**config.mk**
```make
export PLATFORM = sky130hd
export DESIGN_NAME = dad_sqrt
export DESIGN_NICKNAME = d
export VERILOG_FILES = /design/src/rtl/distance_attenuation_doppler_assert.svh /design/src/rtl/dad_sqrt.sv
export SDC_FILE = /design/constraint.sdc
export NUM_CORES = 2
export LEC_CHECK = 0
export BUFFER_PORTS_ARGS = -buffer_cell sky130_fd_sc_hd__buf_2
export CAP_MARGIN = 5
export CORE_MARGIN = 2
export CORE_UTILIZATION = 50
export CTS_CLUSTER_DIAMETER = 40
export DETAILED_ROUTE_END_ITERATION = 8
export GPL_TIMING_DRIVEN = 1
export PLACE_DENSITY = 0.72
export SYNTH_ARGS = -nofsm -noshare
export SYNTH_HDL_FRONTEND = slang
export SYNTH_SLANG_ARGS = --single-unit
```
**constraint.sdc**
```tcl
create_clock -name clk -period 17.7 [get_ports clk]
set_clock_uncertainty 0.05 [all_clocks]
set_input_delay 0.885 -clock clk [delete_from_list [all_inputs] [get_ports clk]]
set_output_delay 0.885 -clock clk [all_outputs]
set_load 0.01 [all_outputs]
```
**src/rtl/distance_attenuation_doppler_assert.svh**
```systemverilog
// ----------------------------------------------------------------------------
// Assertion macros for distance_attenuation_doppler
// Clocked on clk, disabled while arst_n is low.
// ----------------------------------------------------------------------------
`ifndef DISTANCE_ATTENUATION_DOPPLER_ASSERT_SVH
`define DISTANCE_ATTENUATION_DOPPLER_ASSERT_SVH

// same-cycle implication
`define DAD_ASSERT_NOW(name, ante, cons) \
	name: assert property (@(posedge clk) disable iff (!arst_n) (ante) |-> (cons)) \
	else $error("distance_attenuation_doppler: check failed");

// next-cycle implication
`define DAD_ASSERT_NEXT(name, ante, cons) \
	name: assert property (@(posedge clk) disable iff (!arst_n) (ante) |=> (cons)) \
	else $error("distance_attenuation_doppler: check failed");

`endif

```
**src/rtl/dad_sqrt.sv**
```systemverilog
// ----------------------------------------------------------------------------
// dad_sqrt
// Pipelined integer square root, floor(sqrt(rad)), STEPS root bits per stage.
// ----------------------------------------------------------------------------
`default_nettype none

module dad_sqrt #(
	parameter int IN_W  = 64,
	parameter int STEPS = 2,
	parameter int PW    = 1
) (
	input  wire logic              clk,
	input  wire logic              arst_n,
	input  wire logic              en,
	input  wire logic              in_valid,
	input  wire logic [IN_W-1:0]   rad,
	input  wire logic [PW-1:0]     in_pay,
	output logic                   out_valid,
	output logic [IN_W/2-1:0]      root,
	output logic [PW-1:0]          out_pay
);

	localparam int R  = IN_W / 2;
	localparam int NS = (R + STEPS - 1) / STEPS;
	localparam int RW = R + 2;

	logic            vld   [NS+1];
	logic [IN_W-1:0] rad_p [NS+1];
	logic [RW-1:0]   rem_p [NS+1];
	logic [R-1:0]    root_p[NS+1];
	logic [PW-1:0]   pay_p [NS+1];

	assign vld[0]    = in_valid;
	assign rad_p[0]  = rad;
	assign rem_p[0]  = '0;
	assign root_p[0] = '0;
	assign pay_p[0]  = in_pay;

	for (genvar k = 0; k < NS; k++) begin : g_stage
		logic [IN_W-1:0] v_n;
		logic [RW-1:0]   rm_n;
		logic [R-1:0]    rt_n;

		always_comb begin
			logic [RW-1:0] trial;
			v_n  = rad_p[k];
			rm_n = rem_p[k];
			rt_n = root_p[k];
			for (int j = 0; j < STEPS; j++) begin
				if (k * STEPS + j < R) begin
					// bring down the next two radicand bits
					rm_n  = {rm_n[RW-3:0], v_n[IN_W-1:IN_W-2]};
					v_n   = {v_n[IN_W-3:0], 2'b00};
					trial = {rt_n, 2'b01};
					if (rm_n >= trial) begin
						rm_n = rm_n - trial;
						rt_n = {rt_n[R-2:0], 1'b1};
					end else begin
						rt_n = {rt_n[R-2:0], 1'b0};
					end
				end
			end
		end

		always_ff @(posedge clk or negedge arst_n) begin
			if (!arst_n) begin
				vld[k+1] <= 1'b0;
			end else if (en) begin
				vld[k+1] <= vld[k];
			end
		end

		always_ff @(posedge clk) begin
			if (en) begin
				rad_p[k+1]  <= v_n;
				rem_p[k+1]  <= rm_n;
				root_p[k+1] <= rt_n;
				pay_p[k+1]  <= pay_p[k];
			end
		end
	end

	assign out_valid = vld[NS];
	assign root      = root_p[NS];
	assign out_pay   = pay_p[NS];

endmodule

`default_nettype wire

```
==> impl_metrics.yaml <==
outcome:
  status: "finished, final reports clean"
routing:
  wl_um: 209000
  route.detailed.drc: 0
  dr_total_vias: 61300
  dr.pass1.iters: 6
  antenna_left: 0
  drt_iter0_drc: 5616
  vias_per_cell: 6.00
  wire_per_inst_um: 20.4
worst_setup_path:
  reg2reg_setup_slack_ns: 10.28
  crit_type: "flip-flop to flip-flop"
  r2r-end: "rem_p[281]"
  cpPeakStageDelay_ns: 0.85
  cp.required_ns: 18.16
  end_kind: "flip-flop"
  cp_cell_sequence: "inv_1, ha_1, nor2_1, a211o_1, a21oi_1, o2111a_1, nor3_1, nand2_1, inv_1, o41ai_1, ha_1, a21oi_1, nand2_1, o31ai_1, o2111ai_1, nor2_2, buf_4, o21ai_0"
  arrival_ns: 7.88
  crit_slowest_cell: "o41ai_1"
  cp-start-kind: "flip-flop"
  worstReg2RegStart: "root_p[289]"
  cp_top_family: "compound AO/OA/AOI/OAI gates"
  path_buf_inv: 3
  reg2reg_depth: 18
  path_max_fanout: 36
grt:
  grtUsageTotal_pct: 25.1
  grt_start_max_net_pins: 164
  first_global_vias: 59400
  grt_first_pass_wirelength_um: 325000
  globalRoute.totalOverflow: 0
  grt_antenna_before_repair: 4
worst_hold_path:
  hold_end: "g_stage[1].v_n[55]"
  hold_depth: 1
  worst_hold_path_type: "input port to flip-flop"
  hold_start: "rad[47]"
floorplan:
  rows: 146
  dieArea_um2: 164000
  start_util_pct: 50.5
  core_um2: 159000
  die_h_um: 404
  ios: 103
  die_x_um: 404
clock_tree:
  cts_sinks: 1243
  cts_max_path_buffers: 3
  htree_levels: 4
  root_buffer: "clkbuf_16"
  numCtsBuffers: 197
  cts_tree: "done"
  insertion_delay_ns: 0.83
  ctsResizeCount: 0
  clkTransAtPathRegs_ns: 0.06
logic_synthesis:
  yosysWarningCount: 0
  ys_ff_latch: 1243
  muxShareOfSynthArea_pct: 2.23
  synth_adder_area_share_pct: 8.71
  syn_area_um2: 80200
  ys.flop_type: "edfxtp_1"
  synthArstFlopShare_pct: 1.29
  synth_compound_area_share_pct: 16.0
  synth-seq-area-share_pct: 46.5
  synth_edf_count: 1227
  synthXorXnorAreaFrac_pct: 7.84
  syn_inst: 7849
  synth_top_area_share_pct: 46.0
  syn_avg_cell_area_um2: 10.2
  synth_top_cell_by_area: "edfxtp_1"
  synthTopCellsByArea: "edfxtp_1 (46%), ha_1 (8.7%), xnor2_1 (4.9%)"
  yosysUniqueCellTypes: 109
  synth_simple_gate_area_share_pct: 15.4
  synth_top_family_by_area: "compound AO/OA/AOI/OAI gates"
sta:
  slew_headroom_pct: 19.4
  drv_slew: 0
  finalSetupTns_ns: 0
  fin_crit_sh_pct: 41.9
  worst_slew_pin_slew_ns: 1.18
  max_freq_mhz: 135
  rsz0062_at_grt: "false"
  setup_slack_ns: 10.28
  fin_crit_ns: 7.42
  hold_viol_final: 0
  setup_viol: 0
pwr:
  power_density_nw_per_um2: 163
  p_switching_mw: 5.63
  internal_power_mw: 8.98
  clockPowerShare_pct: 27.3
  p_seq_share_pct: 29.9
  ir_worst_vdd_uv: 123
  p_sw_share_pct: 38.5
  leakagePower_nw: 35.3
  p_comb_share_pct: 42.9
place:
  place_ws_ns: 10.48
  port_buffers: 102
  place_inst: 9860
  dpl.hpwl_um: 158000
  routabilityCongestion: 0.947
layout:
  nets: 8615
  layout-drive-gt1-share_pct: 9.20
  layout_common_cells: "edfxtp_1 (1227), nand2_1 (663), a21oi_1 (610)"
  fin_cells: 10200
  fin_util_pct: 56.6
  layout_commonest_cell: "edfxtp_1"
  fill_cells: 13400
  area_growth_syn_to_layout_pct: 12.0
job:
  maxCapViolCount: 0
Yosys cell counts (all sizes together) (29+ instances only):
master,count
xnor2,451
mux2i,31
o21a,75
nor2b,66
a2111oi,29
inv,493
a211oi,57
a21o,246
mux2,131
nor4,88
ha,558
nor3,223
buf,51
a31oi,72
clkbuf,158
o21ai,460
o211ai,46
nand3,208
nand2b,94
nand4,105
or3,78
and3,60
a21oi,610
xor2,266
o21bai,79
or2,48
o31ai,68
o31a,29
nand2,664
nor2,557
and2,39
or4,65
edfxtp,1227
nor3b,33
sequential cells by signal, summed over array words and instances, names as in the netlist:
register     flops
root            32
out_valid        1
rad_p           60
pay_p           15
root_p         240
g_stage.v_n    420
rem_p          459
vld             15
out_pay          1
stage by stage:
stage / hold slack [ns] / area [µm²] / power [mW]
floorplan: 0.350 / 80200 / 8.91
global placement: 0.350 / 82800 / 10.5
detailed placement: 0.355 / 82800 / 10.6
CTS: 0.111 / 89800 / 14.6
global route: 0.130 / 89800 / 15.5
finish: 0.172 / 89800 / 14.6
worst reg2reg max path: stages, from the launching register on:
cell       delay [ns]
edfxtp_1         0.52
inv_1            0.15
ha_1             0.44
nor2_1           0.07
a211o_1          0.29
a21oi_1          0.32
o2111a_1         0.34
nor3_1           0.15
nand2_1          0.74
inv_1            0.54
o41ai_1          0.85
ha_1             0.41
a21oi_1          0.28
nand2_1          0.09
o31ai_1          0.56
o2111ai_1        0.27
nor2_2           0.31
buf_4            0.41
o21ai_0          0.30
how the worst max path moves through the flow:
stage,start,to,cells after the start
floorplan,rem_p[156],rem_p[128],24
global placement,root_p[265],rem_p[251],23
detailed placement,root_p[265],rem_p[262],23
CTS,rem_p[384],rem_p[357],19
global route,root_p[256],rem_p[267],24
finish,root_p[289],rem_p[281],18
metal layers:
metal | wire length, µm | share of wire [%] | global-route usage, % | vias to the layer above
met1 | 88200 | 42 | 32.3 | 29300
li1 | - | - | - | 29600
met2 | 99800 | 48 | 42.2 | 1932
met4 | 9210 | 4.4 | 10.9 | 4
met5 | 28 | 0.013 | 0 | -
met3 | 11400 | 5.5 | 3.53 | 512
area by class of cell:
cell class	count	area, µm²	share of cell area, %
multi-input combinational	5904	40300	44.8
sequential	1243	37200	41.5
clock buffer	211	5010	5.58
tap	2072	2590	2.89
clock inverter	154	1940	2.16
inverter	495	1860	2.07
timing repair buffer	147	878	0.978
antenna	1	2.50	0.00279
power by group through the flow:
| stage | clock [mW] | combinational [mW] | sequential [mW] |
|---|---|---|---|
| after floorplan | 0 | 4.70 | 4.21 |
| after global placement | 0 | 6.09 | 4.41 |
| after detailed placement | 0 | 6.14 | 4.42 |
| after CTS | 4.07 | 6.20 | 4.36 |
| after global routing | 4.19 | 6.92 | 4.41 |
| final | 3.98 | 6.27 | 4.37 |
timing repair:
item	4_1_cts	5_1_grt
hold endpoints to repair	16	0
setup buffers	0	0
hold buffers	1	0
cells by family after synthesis:
family          count (synthesis)
compound gates               2015
mux                           162
fa+ha+maj                     558
flops                        1243
other cells                     1
simple gates                 2449
xor+xnor                      717
buf+inv                       704
Power figures use the tool's default switching activity.
