==> src/rtl/distance_attenuation_doppler_assert.svh <==
// ----------------------------------------------------------------------------
// Assertion macros for distance_attenuation_doppler
// Clocked on clk, disabled while arst_n is low.
// ----------------------------------------------------------------------------
`ifndef DISTANCE_ATTENUATION_DOPPLER_ASSERT_SVH
`define DISTANCE_ATTENUATION_DOPPLER_ASSERT_SVH

// same-cycle implication
`define DAD_ASSERT_NOW(name, ante, cons) \
	name: assert property (@(posedge clk) disable iff (!arst_n) (ante) |-> (cons)) \
	else $error("distance_attenuation_doppler: check failed");

// next-cycle implication
`define DAD_ASSERT_NEXT(name, ante, cons) \
	name: assert property (@(posedge clk) disable iff (!arst_n) (ante) |=> (cons)) \
	else $error("distance_attenuation_doppler: check failed");

`endif

==> src/rtl/dad_div.sv <==
// ----------------------------------------------------------------------------
// dad_div
// Pipelined restoring divider, STEPS quotient bits per stage.
// Needs num < den * 2^Q_W and DEN_W + Q_W >= NUM_W.
// ----------------------------------------------------------------------------
`default_nettype none

module dad_div #(
	parameter int NUM_W = 62,
	parameter int DEN_W = 33,
	parameter int Q_W   = 31,
	parameter int STEPS = 2,
	parameter int PW    = 1
) (
	input  wire logic             clk,
	input  wire logic             arst_n,
	input  wire logic             en,
	input  wire logic             in_valid,
	input  wire logic [NUM_W-1:0] num,
	input  wire logic [DEN_W-1:0] den,
	input  wire logic [PW-1:0]    in_pay,
	output logic                  out_valid,
	output logic [Q_W-1:0]        quo,
	output logic [PW-1:0]         out_pay
);

	localparam int NS = (Q_W + STEPS - 1) / STEPS;
	localparam int W  = DEN_W + Q_W;

	logic             vld  [NS+1];
	logic [NUM_W-1:0] rem_p[NS+1];
	logic [DEN_W-1:0] den_p[NS+1];
	logic [Q_W-1:0]   q_p  [NS+1];
	logic [PW-1:0]    pay_p[NS+1];

	assign vld[0]   = in_valid;
	assign rem_p[0] = num;
	assign den_p[0] = den;
	assign q_p[0]   = '0;
	assign pay_p[0] = in_pay;

	for (genvar k = 0; k < NS; k++) begin : g_stage
		logic [W-1:0]   r_n;
		logic [Q_W-1:0] q_n;

		always_comb begin
			logic [W-1:0] dsh;
			r_n = W'(rem_p[k]);
			q_n = q_p[k];
			for (int j = 0; j < STEPS; j++) begin
				if (k * STEPS + j < Q_W) begin
					dsh = W'(den_p[k]) << (Q_W - 1 - (k * STEPS + j));
					if (r_n >= dsh) begin
						r_n = r_n - dsh;
						q_n = {q_n[Q_W-2:0], 1'b1};
					end else begin
						q_n = {q_n[Q_W-2:0], 1'b0};
					end
				end
			end
		end

		always_ff @(posedge clk or negedge arst_n) begin
			if (!arst_n) begin
				vld[k+1] <= 1'b0;
			end else if (en) begin
				vld[k+1] <= vld[k];
			end
		end

		always_ff @(posedge clk) begin
			if (en) begin
				rem_p[k+1] <= r_n[NUM_W-1:0];
				den_p[k+1] <= den_p[k];
				q_p[k+1]   <= q_n;
				pay_p[k+1] <= pay_p[k];
			end
		end
	end

	assign out_valid = vld[NS];
	assign quo       = q_p[NS];
	assign out_pay   = pay_p[NS];

endmodule

`default_nettype wire

==> config.mk <==
export PLATFORM = sky130hd
export DESIGN_NAME = dad_div
export DESIGN_NICKNAME = d
export VERILOG_FILES = /design/src/rtl/distance_attenuation_doppler_assert.svh /design/src/rtl/dad_div.sv
export SDC_FILE = /design/constraint.sdc
export NUM_CORES = 2
export LEC_CHECK = 0
export BUFFER_PORTS_ARGS = -buffer_cell sky130_fd_sc_hd__clkbuf_2
export CAP_MARGIN = 20
export CORE_MARGIN = 5
export CORE_UTILIZATION = 30
export CTS_CLUSTER_DIAMETER = 30
export CTS_CLUSTER_SIZE = 24
export DETAILED_ROUTE_END_ITERATION = 12
export PLACE_DENSITY_LB_ADDON = 0.08
export SLEW_MARGIN = 5
export SYNTH_ARGS = -nofsm -noshare
export SYNTH_HDL_FRONTEND = slang
export SYNTH_SLANG_ARGS = --single-unit
export TNS_END_PERCENT = 30
==> constraint.sdc <==
create_clock -name clk -period 17.41 [get_ports clk]
set_input_delay 1.741 -clock clk [delete_from_list [all_inputs] [get_ports clk]]
set_output_delay 1.741 -clock clk [all_outputs]
set_load 0.03 [all_outputs]
==> flow_summary.toml <==
[critical_path]
path_common_cell = "sky130_fd_sc_hd__o21ai_0"
critical_path.slowest_cell = "sky130_fd_sc_hd__a221oi_1"
critical_path.endpoint_type = "flop"
worst-endpoint-arrival_ns = 10.30
worstRegToRegCells = 30
required_ns = 18.05
critical_path.max_fanout = 32
crit_buf_inv = 5
cp_top_family = "compound AO/OA/AOI/OAI gates"
launching_element_of_the_worst_setup_path = "num[30]"
setup.worst_path.class = "input pin to flop"
critical_path.reg2reg.endpoint = "rem_p[919]"
rr_startpoint = "den_p[496]"
critical_path.startpoint_type = "input pin"
crit_path_max_incr_delay_ns = 0.44
setup.reg_to_reg.worst_slack_ns = 7.90

[synthesis]
ys_dominant_reg_cell = "sky130_fd_sc_hd__edfxtp_1"
postSynth.asyncResetShare_pct = 0.926
syn_avg_cell_area_um2 = 9.74
synth_largest_area_cell = "sky130_fd_sc_hd__edfxtp_1"
synth.cell_area_um2 = 126000
post_synth_main_area_contributors = "sky130_fd_sc_hd__edfxtp_1 41%, sky130_fd_sc_hd__ha_1 10%, sky130_fd_sc_hd__xnor2_1 5.4%"
yosysSeqAreaShare_pct = 41.3
yosys_register_bits = 1728
postSynthNetCount = 14000
synth_enable_flop_cells = 1712
synth_cell_types = 104
synthDominantCellAreaShare_pct = 40.9
synthesis.yosys.warnings = 0
synthesis.instances = 12900

[global_route]
wire_length_of_the_first_global_routing_pass_um = 638000
initial_antenna_violation_count = 26
grtUsageTotal_pct = 19.0
grt_overflow = 0
grt_max_degree = 151
via_count_of_the_first_global_routing_pass = 98800
grt_busiest_layer = "met2"
use_met2_pct = 31.7
met3_usage_pct = 2.32
grt_use_met1_pct = 26.3

[sta]
finClkSkew_ns = 0.120
hold_violations = 0
rsz0062_at_grt = "false"
finalWorstPathRequiredPeriod_ns = 9.65
summed_negative_setup_slack_over_all_endpoints_ns = 0
setup_viol = 0
timing.slew.headroom_pct = 18.9
max_slew.worst_pin.slew_ns = 1.19
setup_slack_ns = 7.76
final_min_period_over_clock_period_pct = 55.4
slew_violations = 0
fmax_mhz = 104
whs_ns = 0.351

[drt]
wl_um = 428000
drt_iter0_markers = 7007
drt_pass1_iterations = 6
detail_route.wl_per_cell_um = 22.3
ant_nets = 0
detail_route.drc_violations = 0
vias_per_cell = 5.25
route.vias.total = 101000

[clock_network]
cts_setup_buffers = 0
max-clock-path-buffers = 4
htreeDepth = 5
path_clk_slew_ns = 0.05
cts_tree = "done"
clock-root-buffer = "sky130_fd_sc_hd__clkbuf_16"
clk-insertion-delay-late_ns = 1.02
cts_resized = 0
clock_sink_count = 1728
cts_inserted_buffers = 468
holdBufCountCts = 0

[layout]
nNetsFinal = 14400
design_area_um2 = 149000
layout.cells.most_common_list = "1712 x sky130_fd_sc_hd__edfxtp_1, 1172 x sky130_fd_sc_hd__a21oi_1, 1022 x sky130_fd_sc_hd__ha_1"
layout.cells.most_common = "sky130_fd_sc_hd__edfxtp_1"
proportion_of_layout_cells_with_a_drive_suffix_above_1_pct = 11.1
synthToLayoutAreaGrowth_pct = 18.7
postLayoutCoreUtil_pct = 35.7
fillers = 41800

[floorplan]
dieWidth_um = 657
start_util_pct = 30.1
core_um2 = 417000
top_level_ports = 133
placementRows = 237
chipHeight_um = 657
die_area_um2 = 432000

[power]
ir_drop_v = 0.0000947
total_leakage_power_nw = 58.2
power.density_cell_area_nw_per_um2 = 246

[placed_design]
place_congestion = 0.896
dp_hpwl_um = 345000
io_buffer_count = 132
dpl-instance-area_um2 = 133000
dp_slack_ns = 6.84

[job]
timing.max_cap.violations = 0

[min_path]
hold_start = "q_p[96]"
worstHoldPathCells = 0
hold-path-endpoint = "q_p[67]"
min-delay-path-class = "flop to flop"

[status]
status = "finished clean"
## cell type report
type	instances	area, um^2	share of cell area (%)
clock buffers	519	11900	8.00
well taps	5497	6880	4.62
clock inverters	360	4350	2.92
repair buffers	212	1340	0.896
multi-input cells	9995	69500	46.6
diodes	8	20.0	0.0134
flip-flops and latches	1728	51800	34.8
inverters	861	3230	2.17
## power breakdown
group | internal [W] | switching, W
Clock | 0.00594 | 0.00276
Combinational | 0.00854 | 0.0120
Sequential | 0.00646 | 0.000906
Total | 0.0209 | 0.0157
## stage by stage
step,total power (W),cells
6_report,0.0366,19200
3_5_place_dp,0.0278,18300
4_1_cts,0.0369,19200
3_3_place_gp,0.0278,18300
2_1_floorplan,0.0222,12900
5_1_grt,0.0394,19200
## cell families after synthesis
group	after synthesis	share of synthesized area, %
xor+xnor	1165	8.13
mux	415	3.69
simple gates	3854	15.2
fa+ha+maj	1052	10.7
buf+inv	1172	3.55
compound gates	3509	17.5
flops	1728	41.3
## how the worst max path moves through the flow
stage	endpoint	slack (ns)	depth (start not counted)
global route	rem_p[919]	7.22	30
floorplan	rem_p[984]	8.71	33
CTS	rem_p[980]	7.77	34
detailed placement	rem_p[965]	6.84	34
finish	rem_p[980]	7.76	34
global placement	rem_p[966]	6.74	34
## worst reg2reg max path, delay by kind of cell (launching register included)
kind / cells / cell delay [ns]
AOI/OAI and AO/OA: 15 / 4.06
DFF: 1 / 0.48
adders and majority gates: 2 / 0.59
buffers and inverters: 5 / 1.76
and+or+nand+nor: 7 / 1.88
muxes: 1 / 0.42
## synth_stat cells, types with 31 or more instances
master,n
sky130_fd_sc_hd__edfxtp_1,1712
sky130_fd_sc_hd__a21oi_1,1172
sky130_fd_sc_hd__ha_1,1022
sky130_fd_sc_hd__nand2_1,1020
sky130_fd_sc_hd__nor2_1,948
sky130_fd_sc_hd__inv_1,854
sky130_fd_sc_hd__xnor2_1,767
sky130_fd_sc_hd__o21ai_0,762
sky130_fd_sc_hd__a21o_1,480
sky130_fd_sc_hd__xor2_1,398
sky130_fd_sc_hd__mux2_2,377
sky130_fd_sc_hd__nor3_1,283
sky130_fd_sc_hd__nand3_1,266
sky130_fd_sc_hd__nand4_1,242
sky130_fd_sc_hd__clkbuf_1,241
sky130_fd_sc_hd__nor4_1,170
sky130_fd_sc_hd__o21a_1,166
sky130_fd_sc_hd__o21bai_1,161
sky130_fd_sc_hd__nand2b_1,152
sky130_fd_sc_hd__nor2b_1,131
sky130_fd_sc_hd__and3_1,113
sky130_fd_sc_hd__o31ai_1,108
sky130_fd_sc_hd__a31oi_1,106
sky130_fd_sc_hd__or3_1,99
sky130_fd_sc_hd__a211oi_1,88
sky130_fd_sc_hd__and2_1,84
sky130_fd_sc_hd__or2_2,70
sky130_fd_sc_hd__or4_1,57
sky130_fd_sc_hd__and4_1,53
sky130_fd_sc_hd__o211ai_1,42
sky130_fd_sc_hd__mux2i_1,37
sky130_fd_sc_hd__o31a_1,37
sky130_fd_sc_hd__buf_1,36
sky130_fd_sc_hd__a21boi_0,33
sky130_fd_sc_hd__a211o_1,32
sky130_fd_sc_hd__nand3b_1,32
sky130_fd_sc_hd__a31o_2,31
sky130_fd_sc_hd__buf_2,31
## routing by layer
metal / vias up / wire (um)
li1: 48900 / -
met1: 48900 / 200000
met2: 2319 / 200000
met3: 527 / 18700
met4: 8 / 8950
met5: - / 56
## state kept, by name, summed over array words and instances (netlist names)
name / cells
out_pay: 1
q_p: 240
rem_p: 930
quo: 31
out_valid: 1
den_p: 495
vld: 15
pay_p: 15
Power figures use the tool's default switching activity.
